### config.mk
export PLATFORM = sky130hd
export DESIGN_NAME = sgns_mul
export DESIGN_NICKNAME = d
export VERILOG_FILES = /design/src/hdl/assert_macros.svh /design/src/hdl/sgns_mul.sv
export SDC_FILE = /design/constraint.sdc
export NUM_CORES = 2
export LEC_CHECK = 0
export ABC_AREA = 1
export BUFFER_PORTS_ARGS = -buffer_cell sky130_fd_sc_hd__buf_2
export CORE_ASPECT_RATIO = 1.75
export CORE_UTILIZATION = 60
export DETAILED_ROUTE_END_ITERATION = 8
export PLACE_DENSITY_LB_ADDON = 0.05
export SLEW_MARGIN = 20
export SYNTH_ARGS = -nofsm -noshare
export SYNTH_HDL_FRONTEND = slang
export SYNTH_SLANG_ARGS = --single-unit
### constraint.sdc
create_clock -name clk -period 12 [get_ports clk]
set_input_delay 0.6 -clock clk [delete_from_list [all_inputs] [get_ports clk]]
set_output_delay 0.6 -clock clk [all_outputs]
set_load 0.01 [all_outputs]
### src/hdl/assert_macros.svh
// Assertion helpers for the RTL file that carries checks.
`ifndef ASSERT_MACROS_SVH
`define ASSERT_MACROS_SVH

// Property checked at every rising clock edge outside of reset.
`define SGNS_ASSERT(lbl, clk_s, rstn_s, prop) \
  lbl: assert property (@(posedge clk_s) disable iff (!rstn_s) prop) \
    else $error("assertion failed");

// Property checked at every rising clock edge, reset included.
`define SGNS_ASSERT_NR(lbl, clk_s, prop) \
  lbl: assert property (@(posedge clk_s) prop) \
    else $error("assertion failed");

`endif

### src/hdl/sgns_mul.sv
// ----------------------------------------------------------------------------
// sgns_mul
// Shared signed 32 x 32 multiplier with a registered full-width product.
// ----------------------------------------------------------------------------
`timescale 1ns / 1ps
`default_nettype none

module sgns_mul (
  input  wire logic               clk,
  input  wire logic signed [31:0] a,
  input  wire logic signed [31:0] b,
  output logic signed      [63:0] prod_r
);

  always_ff @(posedge clk) begin
    prod_r <= a * b;
  end

endmodule

`default_nettype wire

==> summary.md <==
| Metric | Value |
|---|---|
| Status | `complete, no violations` |
| Vias in the first global route | `33863` |
| Worst Min Path Start | `b[0]` |
| CP required | `12.24 ns` |
| Die ar. | `roughly 70000 sq um` |
| Number of synthesized register bits | `64` |
| Crit path cell chain | `buf_2 -> nand2_1 -> inv_1 -> fa_1 -> fa_1 -> fa_1 -> fa_1 -> inv_1 -> fa_1 -> inv_1 -> fa_1 -> inv_1 -> fa_1 -> fa_1 -> inv_1 -> ha_1 -> a21oi_1 -> o21ai_0 -> a21oi_1 -> nand2_1 -> nand3b_1 -> nand2_1 -> nand2_1` |
| CTS tree | `yes` |
| Worst-path clk slew | `0.06 ns` |
| Die Y | `344 um` |
| Post-synth top flop | `dfxtp_1` |
| Post-synthesis mux area share | `0` |
| Fin crit share | `0.680` |
| Num Clock Sinks | `64` |
| Average cell area after synthesis | `7.85 sq um` |
| Area delta synth->final | `3.69%` |
| Vias per std cell | `5.21` |
| Num CTS Buffers | `9` |
| Gr usage total | `0.365` |
| Setup ws final | `3.84 ns` |
| DP Wirelength | `98900 um` |
| Worst Path Buf+Inv | `6` |
| Post_cts resized | `0` |
| Hold EP | `prod_r[0]` |
| Family with the most delay on the worst path | `adder cells` |
| Synth Warn # | `0` |
| Pin count of the biggest net entering global routing | `33` |
| Cell count after synthesis | `5124` |
| Hold Path Depth | `4` |
| Slowest stage cell, crit path | `fa_1` |
| Async set-reset flop share out of synthesis | `0` |
| Compound-Gate Fraction of Synth Area | `0.0126` |
| FMAX | `about 120 MHz` |
| Unrepaired setup endpoints after global routing | `false` |
| Critical path's most frequent cell | `fa_1` |
| Setup bufs post-CTS | `0` |
| CTS H-tree lvls | `3` |
| Post-synth net total | `6455` |
| Antenna-violating nets left | `0` |
| Post-Synth Simple-Gate Area | `0.175` |
| Floorplan die width | `between 150 and 200 um` |
| EDFF count, synth | `0` |
| Global-route wire length before repair | `185000 um` |
| Final Max Slew Viols | `0` |
| Setup TNS | `0 ns` |
| Cell Rows | `125` |
| Dpl ws | `roughly 3.5 ns` |
| Port Buffers | `128` |
| Main combinational cell family by area after synthesis | `adder cells` |
| Fill cell count | `between 6000 and 7000` |
| Initial antenna violation count | `3` |
| Total grt overflow | `0` |
| Worst-path fanout max | `32` |
| Max-slew headroom | `0.273` |
| Hold Path Class | `in2reg` |
| Leading cell types in the layout, fill and taps excluded | `inv_1, nand2_1, fa_1, ha_1, buf_2` |
| Synth Area in Adders | `0.596` |
| CTS Root Cell | `clkbuf_16` |
| Tmin final | `8.16 ns` |
| I/O pins | `129` |
| Final GP Congestion | `1.01` |
| Starting Density | `0.606` |
| Nets | `6422` |
| Sequential area share after synthesis | `0.0319` |
| Detailed Routing Iterations Pass 1 | `6` |
| Max reg flops | `64` |
| Routed vias | `31181` |
| Hold buffer count at cts | `0` |
| CP Launch Type | `primary input` |
| DR WL/cell | `19.4 um` |
| Most common cell after layout, fill and taps aside | `inv_1` |
| Final setup fails | `0` |
| Worst EP arrival | `8.40 ns` |
| Leading registers by flop count | `prod_r x64` |
| Iter 0 DRT Violations | `~1900` |
| Total of max-cap violations | `0` |
| Number of distinct library cells after synthesis | `27` |
| Post-Synth XOR/XNOR Area | `0.00741` |
| Final Hold Fails | `0` |
| Layout cells sized above 1 | `0.0483` |
| Register with the most flip-flops | `prod_r` |
| DRT Wirelength | `116000 um` |
| Core area | `66300 sq um` |
| Clock Path Buffers | `2` |
| CP peak stage delay | `1.00 ns` |
| Critical path endpoint category | `flop` |
| Critical path class | `in2reg` |
| Synth Cell Area | `40200 sq um` |
| Slew at the pin closest to its max-slew limit | `1.09 ns` |
| Residual DRC count | `0` |
-- logic make-up after synthesis --
family / Yosys count
buffers and inverters: 1892
AND/OR/NAND/NOR: 1773
flip-flops: 64
XOR/XNOR: 34
adder cells (fa/ha/maj): 1266
AO/OA/AOI/OAI: 95
-- cell type report --
cell class / count / area (sq um) / share of cell area
Antenna cell: 2 / 5.00 / 0.000120
Sequential cell: 64 / 1280 / 0.0307
Timing Repair Buffer: 148 / 791 / 0.0190
Clock inverter: 7 / 71.3 / 0.00171
Inverter: 1700 / 6380 / 0.153
Multi-Input combinational cell: 3168 / 31800 / 0.763
Clock buffer: 9 / 225 / 0.00540
Tap cell: 889 / 1110 / 0.0267
-- how the worst max path moves through the flow --
stage / from / end / slack (ns) / cells past startpoint
floorplan: a[31] / prod_r[59] / 4.76 / 27
global placement: b[3] / prod_r[62] / 3.53 / 26
CTS: b[3] / prod_r[62] / 3.84 / 26
finish: b[3] / prod_r[60] / 3.84 / 23
detailed placement: b[3] / prod_r[62] / 3.51 / 26
global route: b[5] / prod_r[52] / 3.42 / 27
-- through the flow --
step,hold slack (ns),cell area (sq um),instances,util
4_1_cts,0.824,41700,5985,0.629
2_1_floorplan,0.698,40200,5124,-
3_5_place_dp,0.992,41400,5969,0.624
6_report,0.800,41700,5987,0.629
3_3_place_gp,0.993,41400,5969,0.624
5_1_grt,0.836,41700,5986,0.629
-- routing by layer --
layer / GRT usage / vias up / share of wire
met2: 0.677 / 1101 / 0.55
met4: 0.227 / 4 / 0.075
met3: 0.0455 / 459 / 0.054
li1: - / 13862 / -
met5: 0 / - / 0.00015
met1: 0.392 / 15755 / 0.32
-- synthesized netlist by cell type (6+ instances only) --
cell      number  share of area
inv_1       1692           0.16
nand2_1     1504           0.14
fa_1        1082           0.54
clkbuf_1     192          0.018
ha_1         184          0.057
nor2_1        93         0.0087
nand3_1       73         0.0091
dfxtp_1       64          0.032
a21oi_1       62         0.0077
nor2_2        31         0.0048
xor2_1        31         0.0068
nand2_2       21         0.0033
o21ai_0       17         0.0021
nand4_1       13         0.0020
nor3_1        11         0.0014
inv_2          8        0.00075
o21bai_1       8         0.0015
or2_2          7         0.0011
nand3_2        6         0.0015
nand3b_1       6         0.0011
Power is not shown: default switching activity piles up to over one toggle a cycle in this logic, so the estimate is an artifact.
