$ cat src/hdl/assert_macros.svh
// Assertion helpers for the RTL file that carries checks.
`ifndef ASSERT_MACROS_SVH
`define ASSERT_MACROS_SVH

// Property checked at every rising clock edge outside of reset.
`define SGNS_ASSERT(lbl, clk_s, rstn_s, prop) \
  lbl: assert property (@(posedge clk_s) disable iff (!rstn_s) prop) \
    else $error("assertion failed");

// Property checked at every rising clock edge, reset included.
`define SGNS_ASSERT_NR(lbl, clk_s, prop) \
  lbl: assert property (@(posedge clk_s) prop) \
    else $error("assertion failed");

`endif

$ cat src/hdl/sgns_ram.sv
// ----------------------------------------------------------------------------
// sgns_ram
// Generic simple dual-port RAM with one write port and a registered read.
// ----------------------------------------------------------------------------
`timescale 1ns / 1ps
`default_nettype none

module sgns_ram #(
  parameter int WIDTH = 32,
  parameter int DEPTH = 64
) (
  input  wire logic                                  clk,
  input  wire logic                                  we,
  input  wire logic [(DEPTH > 1 ? $clog2(DEPTH) : 1)-1:0] waddr,
  input  wire logic [WIDTH-1:0]                      wdata,
  input  wire logic [(DEPTH > 1 ? $clog2(DEPTH) : 1)-1:0] raddr,
  output logic      [WIDTH-1:0]                      rdata
);

  logic [WIDTH-1:0] mem [DEPTH];

  always_ff @(posedge clk) begin
    if (we) begin
      mem[waddr] <= wdata;
    end
    rdata <= mem[raddr];
  end

endmodule

`default_nettype wire

$ cat config.mk
export PLATFORM = sky130hd
export DESIGN_NAME = sgns_ram
export DESIGN_NICKNAME = d
export VERILOG_FILES = /design/src/hdl/assert_macros.svh /design/src/hdl/sgns_ram.sv
export SDC_FILE = /design/constraint.sdc
export NUM_CORES = 2
export LEC_CHECK = 0
export BUFFER_PORTS_ARGS = -buffer_cell sky130_fd_sc_hd__buf_2
export CAP_MARGIN = 10
export CORE_MARGIN = 3
export CORE_UTILIZATION = 41
export CTS_CLUSTER_DIAMETER = 60
export CTS_CLUSTER_SIZE = 28
export DETAILED_ROUTE_END_ITERATION = 10
export GPL_TIMING_DRIVEN = 0
export PLACE_DENSITY_LB_ADDON = 0.15
export SLEW_MARGIN = 20
export SYNTH_ARGS = -nofsm -noshare
export SYNTH_HDL_FRONTEND = slang
export SYNTH_SLANG_ARGS = --single-unit
$ cat constraint.sdc
create_clock -name clk -period 3.6 [get_ports clk]
set_clock_uncertainty 0.15 [all_clocks]
set_input_delay 0.18 -clock clk [delete_from_list [all_inputs] [get_ports clk]]
set_output_delay 0.18 -clock clk [all_outputs]
set_load 0.03 [all_outputs]
==> impl_metrics.env <==
export IMPL_multiInputGateArea_sq_um=16000
export IMPL_port_buffers=69
export IMPL_grt_use_total=0.261
export IMPL_cts_max_path_buffers=3
export IMPL_avgRoutedWirePerCell_um=40.4
export IMPL_critical_path_required_ns=4.11
export IMPL_cpPeakStageDelay_ns=0.62
export IMPL_synth_cell_types=34
export IMPL_cts_htree_levels=4
export IMPL_dp_final_hpwl_um=176000
export IMPL_grt_max_degree=65
export IMPL_start_util=0.415
export IMPL_area_sequential_sq_um=62100
export IMPL_core_region_area_sq_um=189000
export IMPL_design_power_total_mw=48.0
export IMPL_postSynthNetCount=3370
export IMPL_timing_worst_setup_path_type="primary input to register"
export IMPL_critical_path_arrival_ns=4.09
export IMPL_io_pins=78
export IMPL_synth_enable_flop_cells=2048
export IMPL_dr_pass1_iters=7
export IMPL_hold_ws_ns=0.114
export IMPL_tritoncts="built"
export IMPL_drtIter0Drc=6033
export IMPL_wl_met1_um=103000
export IMPL_synthToLayoutAreaGrowth_pct=16.6
export IMPL_power_per_cell_area_nw_per_um2=524
export IMPL_floorplan_die_height_um=444
export IMPL_synth_cells=3324
export IMPL_hold_violations=0
export IMPL_final_setup_tns_ns=0
export IMPL_clock_tree_root_cell="sky130_fd_sc_hd__clkbuf_16"
export IMPL_clk_pin_slew_worst_paths_ns=0.08
export IMPL_postCtsSetupBuffers=0
export IMPL_synthesis_area_sq_um=78500
export IMPL_slowest_stage="sky130_fd_sc_hd__o221ai_1"
export IMPL_critical_path_most_common_cell="sky130_fd_sc_hd__buf_2"
export IMPL_layout_min_cycle_time_ns=3.58
export IMPL_power_ir_vdd_worst_mv=0.292
export IMPL_yosysWarnings=0
export IMPL_grt_pass1_wl_um=343000
export IMPL_avgViaCountPerCell=6.16
export IMPL_grt_antenna_before_repair=12
export IMPL_outcome="finished, final reports clean"
export IMPL_rsz0062_at_grt="no"
export IMPL_critical_path_cell_sequence="buf_2 > buf_2 > buf_2 > buf_2 > nand3b_1 > o221ai_1 > a21oi_1 > a21oi_1 > nor2_1"
export IMPL_setup_viol=0
export IMPL_clk_insertion_delay_late_ns=0.83
export IMPL_drt_drc_violations_left=0
export IMPL_filler_cell_count=15200
export IMPL_setup_worst_path_end_class="register"
export IMPL_setup_slack_ns=0.0181
export IMPL_drv_slew=0
export IMPL_cts_made_buffers=148
export IMPL_fp_dieArea_sq_um=197000
export IMPL_gp_routability_congestion=0.873
export IMPL_cellLeakagePower_nw=28.3
export IMPL_post_place_cells=6045
export IMPL_num_rows=159
export IMPL_final_common_cell="sky130_fd_sc_hd__edfxtp_1"
export IMPL_routed_via_count=39200
export IMPL_routed_met3_length_um=22900
export IMPL_total_nets_final=3780
export IMPL_final_period_utilization=0.995
export IMPL_commonest_cells_after_routing_fill_and_taps_aside="sky130_fd_sc_hd__edfxtp_1, sky130_fd_sc_hd__mux4_2, sky130_fd_sc_hd__clkbuf_16"
export IMPL_tightestPinTransition_ns=1.19
export IMPL_postSynthAreaPerCell_sq_um=23.6
export IMPL_first_global_vias=37900
export IMPL_timing_fmax_mhz=279
export IMPL_synth_ff_latch_count=2080
export IMPL_dieWidth_um=444
export IMPL_async_sr_flop_fraction=0
export IMPL_ant_nets=0
export IMPL_ys_seq_area_frac=0.791
export IMPL_wl_um=257000
export IMPL_hp_class="primary input to register"
export IMPL_post_layout_nonfiller_instances=6362
export IMPL_clock_sinks=2080
export IMPL_timing_slew_headroom=0.207
export IMPL_post_route_cells_drive_above_1_share=0.312
export IMPL_start_kind="primary input"
export IMPL_maxUsedRoutingLayer="met5"
export IMPL_grt_overflow=0
export IMPL_dp_worst_setup_slack_ns=-1.20
export IMPL_met2WireLength_um=120000
export IMPL_postSynth_topFlopCell="sky130_fd_sc_hd__edfxtp_1"
export IMPL_critPathMaxFanout=10
export IMPL_cap_violations=0
## path summary, 6_finish.rpt
kind / cells past startpoint / slack (ns) / endpoint / startpoint
setup reg to reg: 5 / 0.89 / rdata[2] / mem[46][2]
setup / recovery: 9 / 0.02 / rdata[22] / raddr[1]
hold / removal: 3 / 0.11 / mem[48][1] / waddr[2]
hold reg to reg: 4 / 0.75 / rdata[17] / mem[12][17]
## synth_stat cells (5+ instances only)
cell | count | share of area
sky130_fd_sc_hd__edfxtp_1 | 2048 | 0.78
sky130_fd_sc_hd__mux4_2 | 544 | 0.16
sky130_fd_sc_hd__nor2_1 | 137 | 0.0065
sky130_fd_sc_hd__mux2i_1 | 93 | 0.012
sky130_fd_sc_hd__o22ai_1 | 84 | 0.0067
sky130_fd_sc_hd__clkbuf_1 | 74 | 0.0035
sky130_fd_sc_hd__a21oi_1 | 62 | 0.0040
sky130_fd_sc_hd__buf_2 | 57 | 0.0036
sky130_fd_sc_hd__dfxtp_1 | 32 | 0.0082
sky130_fd_sc_hd__o221ai_1 | 27 | 0.0030
sky130_fd_sc_hd__nand2_1 | 26 | 0.0012
sky130_fd_sc_hd__buf_4 | 25 | 0.0024
sky130_fd_sc_hd__buf_1 | 21 | 0.0010
sky130_fd_sc_hd__nor2b_1 | 15 | 0.0012
sky130_fd_sc_hd__a22oi_1 | 12 | 0.0011
sky130_fd_sc_hd__a311oi_1 | 8 | 0.00089
sky130_fd_sc_hd__nand2b_1 | 8 | 0.00064
sky130_fd_sc_hd__nor3_1 | 7 | 0.00045
sky130_fd_sc_hd__buf_6 | 5 | 0.00072
sky130_fd_sc_hd__nand3_1 | 5 | 0.00032
sky130_fd_sc_hd__nand3b_1 | 5 | 0.00048
## sequential cells by signal, indices dropped and copies added, names as in the netlist
register  cells
mem        2048
rdata        32
## through the flow
stage	utilization	cell area, sq um
after global routing	0.484	91500
after CTS	0.484	91400
after detailed placement	0.455	86000
final	0.484	91500
after floorplan	-	78500
after global placement	0.434	82000
## cells by family after synthesis
logic type,Yosys count,share of synthesized area
AOI/OAI and AO/OA,202,0.0167
buffers and inverters,182,0.0113
DFF,2080,0.791
and+or+nand+nor,223,0.0127
muxes,637,0.168
## what timing repair did
item,4_1_cts,5_1_grt
setup endpoints to repair,4,2
hold endpoints to repair,1856,128
gates resized for setup,2,4
hold buffers,31,2
## where the power goes
group | switching, mW | leakage [nW] | internal [mW]
Sequential | 0.0518 | 18.7 | 26.8
Combinational | 2.04 | 7.11 | 0.983
Clock | 9.32 | 2.51 | 8.83
## area by class of cell
class                   instances  share of cell area
well taps                    2495              0.0341
flip-flops and latches       2080               0.679
repair buffers                260              0.0458
clock buffers                 161              0.0422
clock inverters               117              0.0142
multi-input cells            1062               0.175
diodes                          5            0.000137
plain buffers                 182              0.0100
## worst max-delay path, delay by kind of cell
kind / cells / cell delay [ns]
AOI/OAI and AO/OA: 3 / 1.32
buffers and inverters: 4 / 1.86
and+or+nand+nor: 2 / 0.69
## per-layer routing
layer | up-vias | GRT usage
li1 | 15100 | -
met1 | 21500 | 0.366
met2 | 2170 | 0.407
met3 | 378 | 0.0508
met4 | 2 | 0.0985
met5 | - | 0
Power figures use the tool's default switching activity.
