## src/hdl/assert_macros.svh

```systemverilog
// Assertion helpers for the RTL file that carries checks.
`ifndef ASSERT_MACROS_SVH
`define ASSERT_MACROS_SVH

// Property checked at every rising clock edge outside of reset.
`define SGNS_ASSERT(lbl, clk_s, rstn_s, prop) \
  lbl: assert property (@(posedge clk_s) disable iff (!rstn_s) prop) \
    else $error("assertion failed");

// Property checked at every rising clock edge, reset included.
`define SGNS_ASSERT_NR(lbl, clk_s, prop) \
  lbl: assert property (@(posedge clk_s) prop) \
    else $error("assertion failed");

`endif

```

## src/hdl/sgns_pkg.sv

```systemverilog
// ----------------------------------------------------------------------------
// sgns_pkg
// Types and fixed constants of the embedding update engine.
// ----------------------------------------------------------------------------
`timescale 1ns / 1ps
`default_nettype none

package sgns_pkg;

  localparam int unsigned ID_W      = 10;
  localparam int unsigned FRAC_W    = 16;
  localparam int unsigned PRED_W    = 18;
  localparam int unsigned GRAD_W    = 19;
  localparam int unsigned QUOT_W    = 16;
  localparam int unsigned RED_STEPS = 10;

  typedef enum logic [2:0] {
    OP_TRAIN  = 3'd0,
    OP_WR_VTX = 3'd1,
    OP_WR_CTX = 3'd2,
    OP_RD_VTX = 3'd3,
    OP_RD_CTX = 3'd4
  } opcode_t;

  typedef enum logic [13:0] {
    S_CLEAR  = 14'b00000000000001,
    S_IDLE   = 14'b00000000000010,
    S_REDUCE = 14'b00000000000100,
    S_BASE   = 14'b00000000001000,
    S_IO     = 14'b00000000010000,
    S_IOWAIT = 14'b00000000100000,
    S_DOT    = 14'b00000001000000,
    S_SQUASH = 14'b00000010000000,
    S_DIV    = 14'b00000100000000,
    S_GRAD   = 14'b00001000000000,
    S_GWAIT  = 14'b00010000000000,
    S_ACC    = 14'b00100000000000,
    S_UPD    = 14'b01000000000000,
    S_DONE   = 14'b10000000000000
  } state_t;

  typedef struct packed {
    logic busy;
    logic done;
  } div_stat_t;

endpackage

`default_nettype wire

```

## src/hdl/sgns_div.sv

```systemverilog
// ----------------------------------------------------------------------------
// sgns_div
// Restoring divider for the squash: quotient of mag*2^16 / (2^16 + mag).
// ----------------------------------------------------------------------------
`timescale 1ns / 1ps
`default_nettype none

module sgns_div (
  input  wire logic                             clk,
  input  wire logic                             rst_n,
  input  wire logic                             start,
  input  wire logic [31:0]                      mag,
  output logic [sgns_pkg::QUOT_W-1:0]           quot,
  output sgns_pkg::div_stat_t                   stat
);

  logic [33:0] rem_r;
  logic [32:0] den_r;
  logic [sgns_pkg::QUOT_W-1:0] q_r;
  logic [4:0]  cnt_r;
  logic        busy_r;
  logic        done_r;
  logic [33:0] shl;
  logic [33:0] sub;
  logic        ge;

  // The quotient stays below 2^16, so the remainder starts at mag itself.
  assign shl = {rem_r[32:0], 1'b0};
  assign ge  = shl >= {1'b0, den_r};
  assign sub = shl - {1'b0, den_r};

  always_ff @(posedge clk) begin
    if (!rst_n) begin
      busy_r <= 1'b0;
      done_r <= 1'b0;
      cnt_r  <= '0;
    end else begin
      done_r <= 1'b0;
      if (start) begin
        busy_r <= 1'b1;
        cnt_r  <= 5'(sgns_pkg::QUOT_W);
      end else if (busy_r) begin
        cnt_r <= cnt_r - 5'd1;
        if (cnt_r == 5'd1) begin
          busy_r <= 1'b0;
          done_r <= 1'b1;
        end
      end
    end
  end

  always_ff @(posedge clk) begin
    if (start) begin
      rem_r <= {2'b00, mag};
      den_r <= (33'd1 << sgns_pkg::FRAC_W) + {1'b0, mag};
      q_r   <= '0;
    end else if (busy_r) begin
      rem_r <= ge ? sub : shl;
      q_r   <= {q_r[sgns_pkg::QUOT_W-2:0], ge};
    end
  end

  assign quot      = q_r;
  assign stat.busy = busy_r;
  assign stat.done = done_r;

endmodule

`default_nettype wire

```

## config.mk

```make
export PLATFORM = sky130hd
export DESIGN_NAME = sgns_div
export DESIGN_NICKNAME = d
export VERILOG_FILES = /design/src/hdl/assert_macros.svh /design/src/hdl/sgns_pkg.sv /design/src/hdl/sgns_div.sv
export SDC_FILE = /design/constraint.sdc
export NUM_CORES = 1
export LEC_CHECK = 0
export ABC_AREA = 0
export BUFFER_PORTS_ARGS = -buffer_cell sky130_fd_sc_hd__clkbuf_2
export CORE_MARGIN = 2
export CORE_UTILIZATION = 55
export CTS_BUF_LIST = sky130_fd_sc_hd__clkbuf_2 sky130_fd_sc_hd__clkbuf_4 sky130_fd_sc_hd__clkbuf_8
export DETAILED_ROUTE_END_ITERATION = 10
export PLACE_DENSITY = 0.78
export SLEW_MARGIN = 20
export SYNTH_ARGS = -nofsm -noshare
export SYNTH_HDL_FRONTEND = slang
export SYNTH_SLANG_ARGS = --single-unit
```

## constraint.sdc

```tcl
create_clock -name clk -period 5.1 [get_ports clk]
set_input_delay 0.51 -clock clk [delete_from_list [all_inputs] [get_ports clk]]
set_output_delay 0.51 -clock clk [all_outputs]
set_load 0.02 [all_outputs]
```

==> run_summary.xml, run 1 <==
<?xml version="1.0" encoding="UTF-8"?>
<metrics>
  <group name="clocking">
    <metric name="ctsHoldBuffers" unit="">0</metric>
    <metric name="clk_latency" unit="ns">0.36</metric>
    <metric name="cts.root.buffer_cell" unit="">sky130_fd_sc_hd__clkbuf_8</metric>
    <metric name="cts.htree.levels" unit="">3</metric>
    <metric name="cts.repair_timing.setup_buffer_count" unit="">0</metric>
    <metric name="cts_tree" unit="">yes</metric>
    <metric name="cts_buffer_depth" unit="">2</metric>
    <metric name="clk_pin_slew_worst_paths" unit="ns">0.09</metric>
    <metric name="tritoncts.num_buffers" unit="">9</metric>
    <metric name="clock-sinks" unit="">89</metric>
    <metric name="post_cts_sizing" unit="">0</metric>
  </group>
  <group name="timing">
    <metric name="setup_total_negative_slack" unit="ns">0</metric>
    <metric name="final.min_clock_period" unit="ns">3.55</metric>
    <metric name="final_setup_vio_count" unit="">0</metric>
    <metric name="rsz0062_at_grt" unit="">no</metric>
    <metric name="fin_skew" unit="ns">0.0152</metric>
    <metric name="timing_max_transition_violations_final" unit="">0</metric>
    <metric name="fmax" unit="MHz">282</metric>
    <metric name="final_hold_viol_count" unit="">0</metric>
    <metric name="tightestPinTransition" unit="ns">0.711</metric>
    <metric name="fin_crit_sh" unit="%">69.6</metric>
    <metric name="worst_max_slew_margin_expressed_relative_to_the_limit" unit="%">52.6</metric>
  </group>
  <group name="synthesis">
    <metric name="yosysWarnings" unit="">0</metric>
    <metric name="synth.cell_area" unit="um^2">5700</metric>
    <metric name="asyncSetResetFlopFracSynth" unit="%">0</metric>
    <metric name="synth-edff-count" unit="">65</metric>
    <metric name="ys.flop_type" unit="">sky130_fd_sc_hd__edfxtp_1</metric>
    <metric name="synthesis.nets" unit="">655</metric>
    <metric name="post-synth-top-count-cell" unit="">sky130_fd_sc_hd__edfxtp_1</metric>
    <metric name="synth_area_per_cell" unit="um^2">9.77</metric>
    <metric name="yosys.cell_types.count" unit="">60</metric>
    <metric name="synthDominantCellAreaShare" unit="%">34.3</metric>
    <metric name="netlist_top_cells_area" unit="">sky130_fd_sc_hd__edfxtp_1 34%, sky130_fd_sc_hd__dfxtp_1 8.4%, sky130_fd_sc_hd__ha_1 7.9%</metric>
    <metric name="post_synth_most_frequent_cells" unit="">65 x sky130_fd_sc_hd__edfxtp_1, 49 x sky130_fd_sc_hd__nand2_1, 44 x sky130_fd_sc_hd__inv_1</metric>
    <metric name="synth_seq_cells" unit="">89</metric>
    <metric name="ys_seq_area_share" unit="%">42.7</metric>
    <metric name="netlist.top_cell.by_area" unit="">sky130_fd_sc_hd__edfxtp_1</metric>
    <metric name="syn_inst" unit="">583</metric>
  </group>
  <group name="critical_path">
    <metric name="timing.reg2reg.worst_path_depth" unit="">10</metric>
    <metric name="worst-path-buf-inv" unit="">0</metric>
    <metric name="arrival" unit="ns">3.66</metric>
    <metric name="setup.worst_path.class" unit="">reg2reg</metric>
    <metric name="timing.critical_path.required" unit="ns">5.21</metric>
    <metric name="timing.critical_path.fanout_max" unit="">31</metric>
    <metric name="timing.critical_path.slowest_cell_delay" unit="ns">0.57</metric>
    <metric name="critPathTopFamily" unit="">compound AO/OA/AOI/OAI gates</metric>
    <metric name="r2r_start" unit="">rem_r[16]</metric>
    <metric name="timing.critical_path.cells" unit="">ha_1 &gt; a21oi_1 &gt; o21ai_1 &gt; or4_1 &gt; a31oi_1 &gt; nor3_2 &gt; nor2_4 &gt; o311a_2 &gt; nor2_1 &gt; a221o_1</metric>
    <metric name="critical_path.endpoint_type" unit="">register</metric>
    <metric name="cp_depth" unit="">10</metric>
    <metric name="timing.critical_path.from_type" unit="">register</metric>
    <metric name="critical_path.slowest_cell" unit="">sky130_fd_sc_hd__o311a_2</metric>
    <metric name="reg2reg_end" unit="">rem_r[30]</metric>
    <metric name="reg2reg_setup_slack" unit="ns">1.55</metric>
  </group>
  <group name="detailed_routing">
    <metric name="drt-total-wl" unit="mm">12.0</metric>
    <metric name="vias" unit="">4491</metric>
    <metric name="post_drt_via_cell_ratio" unit="">5.86</metric>
    <metric name="detail_route.drc_violations" unit="">0</metric>
    <metric name="drt_pre_antenna_iters" unit="">5</metric>
    <metric name="final_antenna_net_count" unit="">0</metric>
    <metric name="drt_first_iter_violations" unit="">251</metric>
    <metric name="route.detailed.wl_per_inst" unit="um">15.6</metric>
  </group>
  <group name="global_routing">
    <metric name="grt_pass1_vias" unit="">4241</metric>
    <metric name="grt_antenna_before_repair" unit="">0</metric>
    <metric name="grt_first_pass_wirelength" unit="mm">20.1</metric>
    <metric name="gr-usage-all-layers" unit="%">22.0</metric>
    <metric name="grt_remaining_overflow" unit="">0</metric>
    <metric name="grt_start_max_net_pins" unit="">68</metric>
  </group>
  <group name="placement">
    <metric name="place.gp.congestion" unit="">0.940</metric>
    <metric name="portBuffers" unit="">52</metric>
    <metric name="dp_hpwl" unit="mm">8.82</metric>
    <metric name="post_dp_cell_area" unit="um^2">6050</metric>
  </group>
  <group name="die">
    <metric name="design.die.area" unit="um^2">11200</metric>
    <metric name="core" unit="um^2">10200</metric>
    <metric name="initial_utilization" unit="%">55.9</metric>
    <metric name="dieWidth" unit="um">106</metric>
    <metric name="floorplan.die.height" unit="um">106</metric>
    <metric name="pin_count" unit="">53</metric>
    <metric name="floorplan.rows" unit="">37</metric>
  </group>
  <group name="cells_and_area">
    <metric name="nNetsFinal" unit="">698</metric>
    <metric name="drive_gt1_share" unit="%">12.8</metric>
    <metric name="regArea" unit="um^2">2430</metric>
    <metric name="multi_input_comb_area" unit="um^2">2980</metric>
    <metric name="antennaDiodeCount" unit="">0</metric>
    <metric name="area_growth" unit="%">9.86</metric>
    <metric name="fillerInstances" unit="">889</metric>
    <metric name="post_layout_instance_area" unit="um^2">6260</metric>
  </group>
  <group name="status">
    <metric name="status" unit="">finished clean</metric>
  </group>
  <group name="flow_run">
    <metric name="max_cap_viol_count" unit="">0</metric>
  </group>
  <group name="hold_path">
    <metric name="min_path_type" unit="">in2reg</metric>
    <metric name="hold_depth" unit="">1</metric>
    <metric name="hold-path-endpoint" unit="">den_r[6]</metric>
    <metric name="hold_path.startpoint" unit="">mag[6]</metric>
  </group>
  <group name="power">
    <metric name="leakage" unit="nW">2.72</metric>
    <metric name="max-vdd-ir-drop" unit="mV">0.177</metric>
    <metric name="powerDensity" unit="nW/um^2">408</metric>
  </group>
</metrics>
## cells by family (layout without fill, tap and decap cells)
family	count (synthesis)	in the layout	share of synthesized area, %
AND/OR/NAND/NOR	176	176	14.9
AO/OA/AOI/OAI	138	138	17.3
flip-flops	89	89	42.7
buffers and inverters	70	118	5.03
XOR/XNOR	49	49	7.54
adder cells (fa/ha/maj)	37	37	8.26
multiplexers	24	24	4.24
## placed cells by master, fill, tap and decap left out, drive strengths merged, types with 2 or more instances in the layout
cell type,n
xnor2,28
a221o,5
buf,6
nor2,43
a21o,16
nand3,31
or2,4
a31oi,7
and2,5
and3,12
ha,36
o311ai,18
nand4,6
a21oi,32
a21boi,3
mux2i,23
a211oi,5
nor2b,3
o21bai,5
a41o,2
nand2b,6
o31a,2
o21ai,16
o31ai,7
o211ai,5
inv,48
xor2,21
or4,2
clkinv,2
nor4,2
nor3,7
a211o,4
nand2,49
edfxtp,65
nand3b,3
clkbuf,61
and4,2
o21a,2
dfxtp,24
## worst max path at each step
stage / endpoint / startpoint
after floorplan: rem_r[15] / rem_r[3]
after global placement: rem_r[30] / rem_r[16]
after detailed placement: rem_r[30] / rem_r[16]
after CTS: rem_r[30] / rem_r[16]
after global routing: rem_r[30] / rem_r[16]
final: rem_r[30] / rem_r[16]
## worst register-to-register path: stages, from the launching register on
cell	delay, ns
sky130_fd_sc_hd__edfxtp_1	0.40
sky130_fd_sc_hd__ha_1	0.40
sky130_fd_sc_hd__a21oi_1	0.26
sky130_fd_sc_hd__o21ai_1	0.12
sky130_fd_sc_hd__or4_1	0.41
sky130_fd_sc_hd__a31oi_1	0.28
sky130_fd_sc_hd__nor3_2	0.12
sky130_fd_sc_hd__nor2_4	0.15
sky130_fd_sc_hd__o311a_2	0.57
sky130_fd_sc_hd__nor2_1	0.24
sky130_fd_sc_hd__a221o_1	0.36
## stage by stage
| stage | hold WS, ns | utilization [%] | cells | worst slack (ns) | power (mW) |
|---|---|---|---|---|---|
| 2_1_floorplan | 0.468 | - | 583 | 2.16 | 1.82 |
| 3_3_place_gp | 0.479 | 59.4 | 751 | 1.62 | 2.01 |
| 3_5_place_dp | 0.488 | 59.4 | 751 | 1.56 | 2.04 |
| 4_1_cts | 0.327 | 61.4 | 767 | 1.53 | 2.56 |
| 5_1_grt | 0.327 | 61.4 | 767 | 1.31 | 2.72 |
| 6_report | 0.342 | 61.4 | 767 | 1.55 | 2.56 |
## state kept, by name, summed over array words and instances, names as in the netlist
signal,flops
cnt_r,5
rem_r,33
busy_r,1
quot,16
den_r,33
done_r,1
## layout make-up
cell class	instances	area share, %
well taps	136	2.72
flip-flops and latches	89	38.9
clock buffers	10	2.20
multi-input cells	424	47.6
inverters	45	2.70
clock inverters	6	1.14
repair buffers	57	4.80
## power breakdown
group / internal (mW) / switching (mW) / leakage, nW
clock: 0.247 / 0.265 / 0.108
sequential: 0.902 / 0.0514 / 0.845
combinational: 0.452 / 0.639 / 1.77
## layer usage
metal  GRT usage, %  part of all wire [%]
met1           31.2                    48
met2           35.0                    46
met3           3.77                   4.8
met4           5.92                   1.1
met5              0                     0
Power figures use the tool's default switching activity.
==> inputs of run 2 (changes only) <==
--- a/config.mk
+++ b/config.mk
@@ -5,13 +5,13 @@
 export SDC_FILE = /design/constraint.sdc
 export NUM_CORES = 1
 export LEC_CHECK = 0
-export ABC_AREA = 0
+export ABC_AREA = 1
 export BUFFER_PORTS_ARGS = -buffer_cell sky130_fd_sc_hd__clkbuf_2
 export CORE_MARGIN = 2
 export CORE_UTILIZATION = 55
 export CTS_BUF_LIST = sky130_fd_sc_hd__clkbuf_2 sky130_fd_sc_hd__clkbuf_4 sky130_fd_sc_hd__clkbuf_8
 export DETAILED_ROUTE_END_ITERATION = 10
-export PLACE_DENSITY = 0.78
+export PLACE_DENSITY = 0.8
 export SLEW_MARGIN = 20
 export SYNTH_ARGS = -nofsm -noshare
 export SYNTH_HDL_FRONTEND = slang
==> constraint.sdc (replaced) <==
create_clock -name clk -period 3.05 [get_ports clk]
set_input_delay 0.305 -clock clk [delete_from_list [all_inputs] [get_ports clk]]
set_output_delay 0.305 -clock clk [all_outputs]
set_load 0.02 [all_outputs]
==> run 2 against run 1 <==
Combinational power grew 100%. Final area increased by 20%. Setup slack worse by 1.0 ns. Flip-flop and latch count stayed put. Highest routed layer unchanged. Non-clock buffer count up 1. Core utilization rose by 0.24 points.
==> run_summary.xml, run 2 <==
<?xml version="1.0" encoding="UTF-8"?>
<metrics>
  <group name="critical_path">
    <metric name="timing.critical_path.mode_cell" unit="">sky130_fd_sc_hd__nand2_1</metric>
    <metric name="worst-path-buf-inv" unit="">1</metric>
    <metric name="timing.critical_path.from_type" unit="">register</metric>
    <metric name="timing.critical_path.required" unit="ns">3.19</metric>
    <metric name="critPathTopFamily" unit="">simple AND/OR/NAND/NOR gates</metric>
    <metric name="reg2reg_setup_slack" unit="ns">0.55</metric>
    <metric name="timing.critical_path.cells" unit="">ha_1 &gt; nand2_1 &gt; nor2_1 &gt; nand2_1 &gt; nor2_1 &gt; nand3_1 &gt; nand4_2 &gt; buf_4 &gt; nand2_1 &gt; nand3_1 &gt; nand2_1</metric>
    <metric name="setup.worst_path.class" unit="">reg2reg</metric>
    <metric name="arrival" unit="ns">2.63</metric>
    <metric name="cp_depth" unit="">11</metric>
    <metric name="timing.critical_path.slowest_cell_delay" unit="ns">0.42</metric>
    <metric name="timing.critical_path.fanout_max" unit="">21</metric>
    <metric name="timing.critical_path.from" unit="">rem_r[17]</metric>
    <metric name="reg2reg_end" unit="">rem_r[26]</metric>
    <metric name="timing.reg2reg.worst_path_depth" unit="">11</metric>
    <metric name="r2r_start" unit="">rem_r[17]</metric>
    <metric name="critical_path.slowest_cell" unit="">sky130_fd_sc_hd__ha_1</metric>
    <metric name="critical_path.endpoint_type" unit="">register</metric>
    <metric name="cp-endpoint" unit="">rem_r[26]</metric>
  </group>
  <group name="timing">
    <metric name="fin_skew" unit="ns">0.0132</metric>
    <metric name="worst_max_slew_margin_expressed_relative_to_the_limit" unit="%">30.0</metric>
    <metric name="fin_crit_sh" unit="%">81.8</metric>
    <metric name="rsz0062_at_grt" unit="">no</metric>
    <metric name="tightestPinTransition" unit="ns">1.04</metric>
    <metric name="final_hold_viol_count" unit="">0</metric>
    <metric name="fmax" unit="MHz">401</metric>
    <metric name="hold-worst-slack" unit="ns">0.101</metric>
    <metric name="setup_total_negative_slack" unit="ns">0</metric>
    <metric name="final.min_clock_period" unit="ns">2.50</metric>
    <metric name="final_setup_vio_count" unit="">0</metric>
    <metric name="timing_max_transition_violations_final" unit="">0</metric>
    <metric name="postLayoutSetupSlackWorst" unit="ns">0.555</metric>
  </group>
  <group name="flow_run">
    <metric name="max_cap_viol_count" unit="">0</metric>
  </group>
  <group name="detailed_routing">
    <metric name="route.detailed.wl_per_inst" unit="um">12.0</metric>
    <metric name="final_antenna_net_count" unit="">0</metric>
    <metric name="drt-total-wl" unit="mm">15.3</metric>
    <metric name="detail_route.drc_violations" unit="">0</metric>
    <metric name="drt_pre_antenna_iters" unit="">5</metric>
    <metric name="drt_first_iter_violations" unit="">384</metric>
    <metric name="post_drt_via_cell_ratio" unit="">4.83</metric>
    <metric name="vias" unit="">6146</metric>
  </group>
  <group name="clocking">
    <metric name="cts.htree.levels" unit="">3</metric>
    <metric name="clock-sinks" unit="">89</metric>
    <metric name="tritoncts.num_buffers" unit="">9</metric>
    <metric name="clk_pin_slew_worst_paths" unit="ns">0.10</metric>
    <metric name="ctsHoldBuffers" unit="">0</metric>
    <metric name="clk_latency" unit="ns">0.39</metric>
    <metric name="cts.repair_timing.setup_buffer_count" unit="">0</metric>
    <metric name="cts.root.buffer_cell" unit="">sky130_fd_sc_hd__clkbuf_8</metric>
    <metric name="cts_tree" unit="">yes</metric>
    <metric name="cts_buffer_depth" unit="">2</metric>
    <metric name="post_cts_sizing" unit="">0</metric>
  </group>
  <group name="cells_and_area">
    <metric name="layout_commonest_cell" unit="">sky130_fd_sc_hd__nand2_1</metric>
    <metric name="post_layout_instance_area" unit="um^2">7500</metric>
    <metric name="mostFrequentLayoutCells" unit="">408 x sky130_fd_sc_hd__nand2_1, 237 x sky130_fd_sc_hd__inv_1, 67 x sky130_fd_sc_hd__nand3_1</metric>
    <metric name="nNetsFinal" unit="">1171</metric>
    <metric name="antennaDiodeCount" unit="">0</metric>
    <metric name="area_growth" unit="%">8.31</metric>
    <metric name="drive_gt1_share" unit="%">10.1</metric>
  </group>
  <group name="synthesis">
    <metric name="synth_seq_cells" unit="">89</metric>
    <metric name="netlist.top_cell.by_area" unit="">sky130_fd_sc_hd__edfxtp_1</metric>
    <metric name="post-synth-top-count-cell" unit="">sky130_fd_sc_hd__nand2_1</metric>
    <metric name="synth_area_per_cell" unit="um^2">6.61</metric>
    <metric name="netlist_top_cells_area" unit="">sky130_fd_sc_hd__edfxtp_1 28%, sky130_fd_sc_hd__nand2_1 22%, sky130_fd_sc_hd__inv_1 13%</metric>
    <metric name="synth_mux_area_share" unit="%">0</metric>
    <metric name="asyncSetResetFlopFracSynth" unit="%">0</metric>
    <metric name="ys_seq_area_share" unit="%">35.1</metric>
    <metric name="synth.cell_area" unit="um^2">6930</metric>
    <metric name="synth-simple-area-share" unit="%">36.0</metric>
    <metric name="syn_inst" unit="">1047</metric>
    <metric name="synth-edff-count" unit="">65</metric>
    <metric name="synthDominantCellAreaShare" unit="%">28.2</metric>
    <metric name="yosysWarnings" unit="">0</metric>
    <metric name="main_combinational_cell_family_by_area_after_synthesis" unit="">simple AND/OR/NAND/NOR gates</metric>
    <metric name="synth_compound_area_share" unit="%">3.36</metric>
    <metric name="yosys.cell_types.count" unit="">39</metric>
    <metric name="post_synth_most_frequent_cells" unit="">408 x sky130_fd_sc_hd__nand2_1, 238 x sky130_fd_sc_hd__inv_1, 67 x sky130_fd_sc_hd__nand3_1</metric>
    <metric name="ys.flop_type" unit="">sky130_fd_sc_hd__edfxtp_1</metric>
    <metric name="synthAdderAreaFrac" unit="%">6.79</metric>
    <metric name="synthesis.nets" unit="">1119</metric>
    <metric name="synth-xor-area-share" unit="%">3.79</metric>
  </group>
  <group name="global_routing">
    <metric name="gr-usage-all-layers" unit="%">23.8</metric>
    <metric name="grt_remaining_overflow" unit="">0</metric>
    <metric name="grt_start_max_net_pins" unit="">39</metric>
    <metric name="grt_antenna_before_repair" unit="">0</metric>
    <metric name="grt_first_pass_wirelength" unit="mm">25.4</metric>
    <metric name="grt_pass1_vias" unit="">5533</metric>
  </group>
  <group name="die">
    <metric name="floorplan.die.height" unit="um">116</metric>
    <metric name="initial_utilization" unit="%">56.9</metric>
    <metric name="design.die.area" unit="um^2">13500</metric>
    <metric name="dieWidth" unit="um">116</metric>
    <metric name="floorplan.rows" unit="">40</metric>
    <metric name="pin_count" unit="">53</metric>
    <metric name="core" unit="um^2">12200</metric>
  </group>
  <group name="placement">
    <metric name="dp_hpwl" unit="mm">12.3</metric>
    <metric name="portBuffers" unit="">52</metric>
    <metric name="post_dp_cell_area" unit="um^2">7320</metric>
    <metric name="place.gp.congestion" unit="">0.972</metric>
    <metric name="detailedPlace.worstSlack" unit="ns">0.567</metric>
  </group>
  <group name="status">
    <metric name="status" unit="">finished clean</metric>
  </group>
  <group name="power">
    <metric name="leakage" unit="nW">4.14</metric>
    <metric name="powerDensity" unit="nW/um^2">610</metric>
    <metric name="max-vdd-ir-drop" unit="mV">0.314</metric>
  </group>
  <group name="hold_path">
    <metric name="min_path_type" unit="">in2reg</metric>
  </group>
</metrics>
-- run 2: how the worst min path moves through the flow --
stage	start	to	slack, ns	cells after the start
final	mag[8]	den_r[8]	0.10	1
after global routing	mag[1]	den_r[1]	0.09	1
after CTS	mag[8]	den_r[8]	0.08	1
after detailed placement	quot[15]	quot[15]	0.46	2
after global placement	quot[15]	quot[15]	0.45	2
after floorplan	mag[0]	den_r[0]	0.40	0
-- run 2: kinds of logic (layout without fill, tap and decap cells) --
logic type	after synthesis	after routing
fa+ha+maj	37	37
flops	89	89
compound gates	41	41
xor+xnor	30	30
buf+inv	261	318
simple gates	589	589
-- run 2: final cells by class --
class | count | area [um^2]
Sequential cell | 89 | 2430
Clock inverter | 6 | 48.8
Multi-Input combinational cell | 697 | 3460
Tap cell | 168 | 210
Inverter | 244 | 916
Timing Repair Buffer | 58 | 305
Clock buffer | 10 | 131
Fill cell | 1184 | 4660
-- run 2: per-layer routing --
layer | track usage, % | vias to the layer above | part of all wire [%]
met5 | 0 | - | 0
met2 | 38.6 | 127 | 45
met3 | 4.41 | 17 | 4.6
li1 | - | 3275 | -
met4 | 7.14 | 0 | 1.5
met1 | 32.7 | 2727 | 49
-- run 2: per-stage QoR --
step | power [mW] | cells | utilization, %
after global placement | 3.77 | 1256 | 60.2
after floorplan | 3.35 | 1047 | -
after CTS | 4.59 | 1272 | 61.7
final | 4.58 | 1272 | 61.7
after global routing | 4.98 | 1272 | 61.7
after detailed placement | 3.81 | 1256 | 60.2
-- run 2: where the power goes --
group | leakage (nW) | switching [mW] | internal, mW | total [mW]
Sequential | 0.845 | 0.0787 | 1.49 | 1.57
Clock | 0.0959 | 0.465 | 0.319 | 0.783
Combinational | 3.20 | 1.47 | 0.761 | 2.23
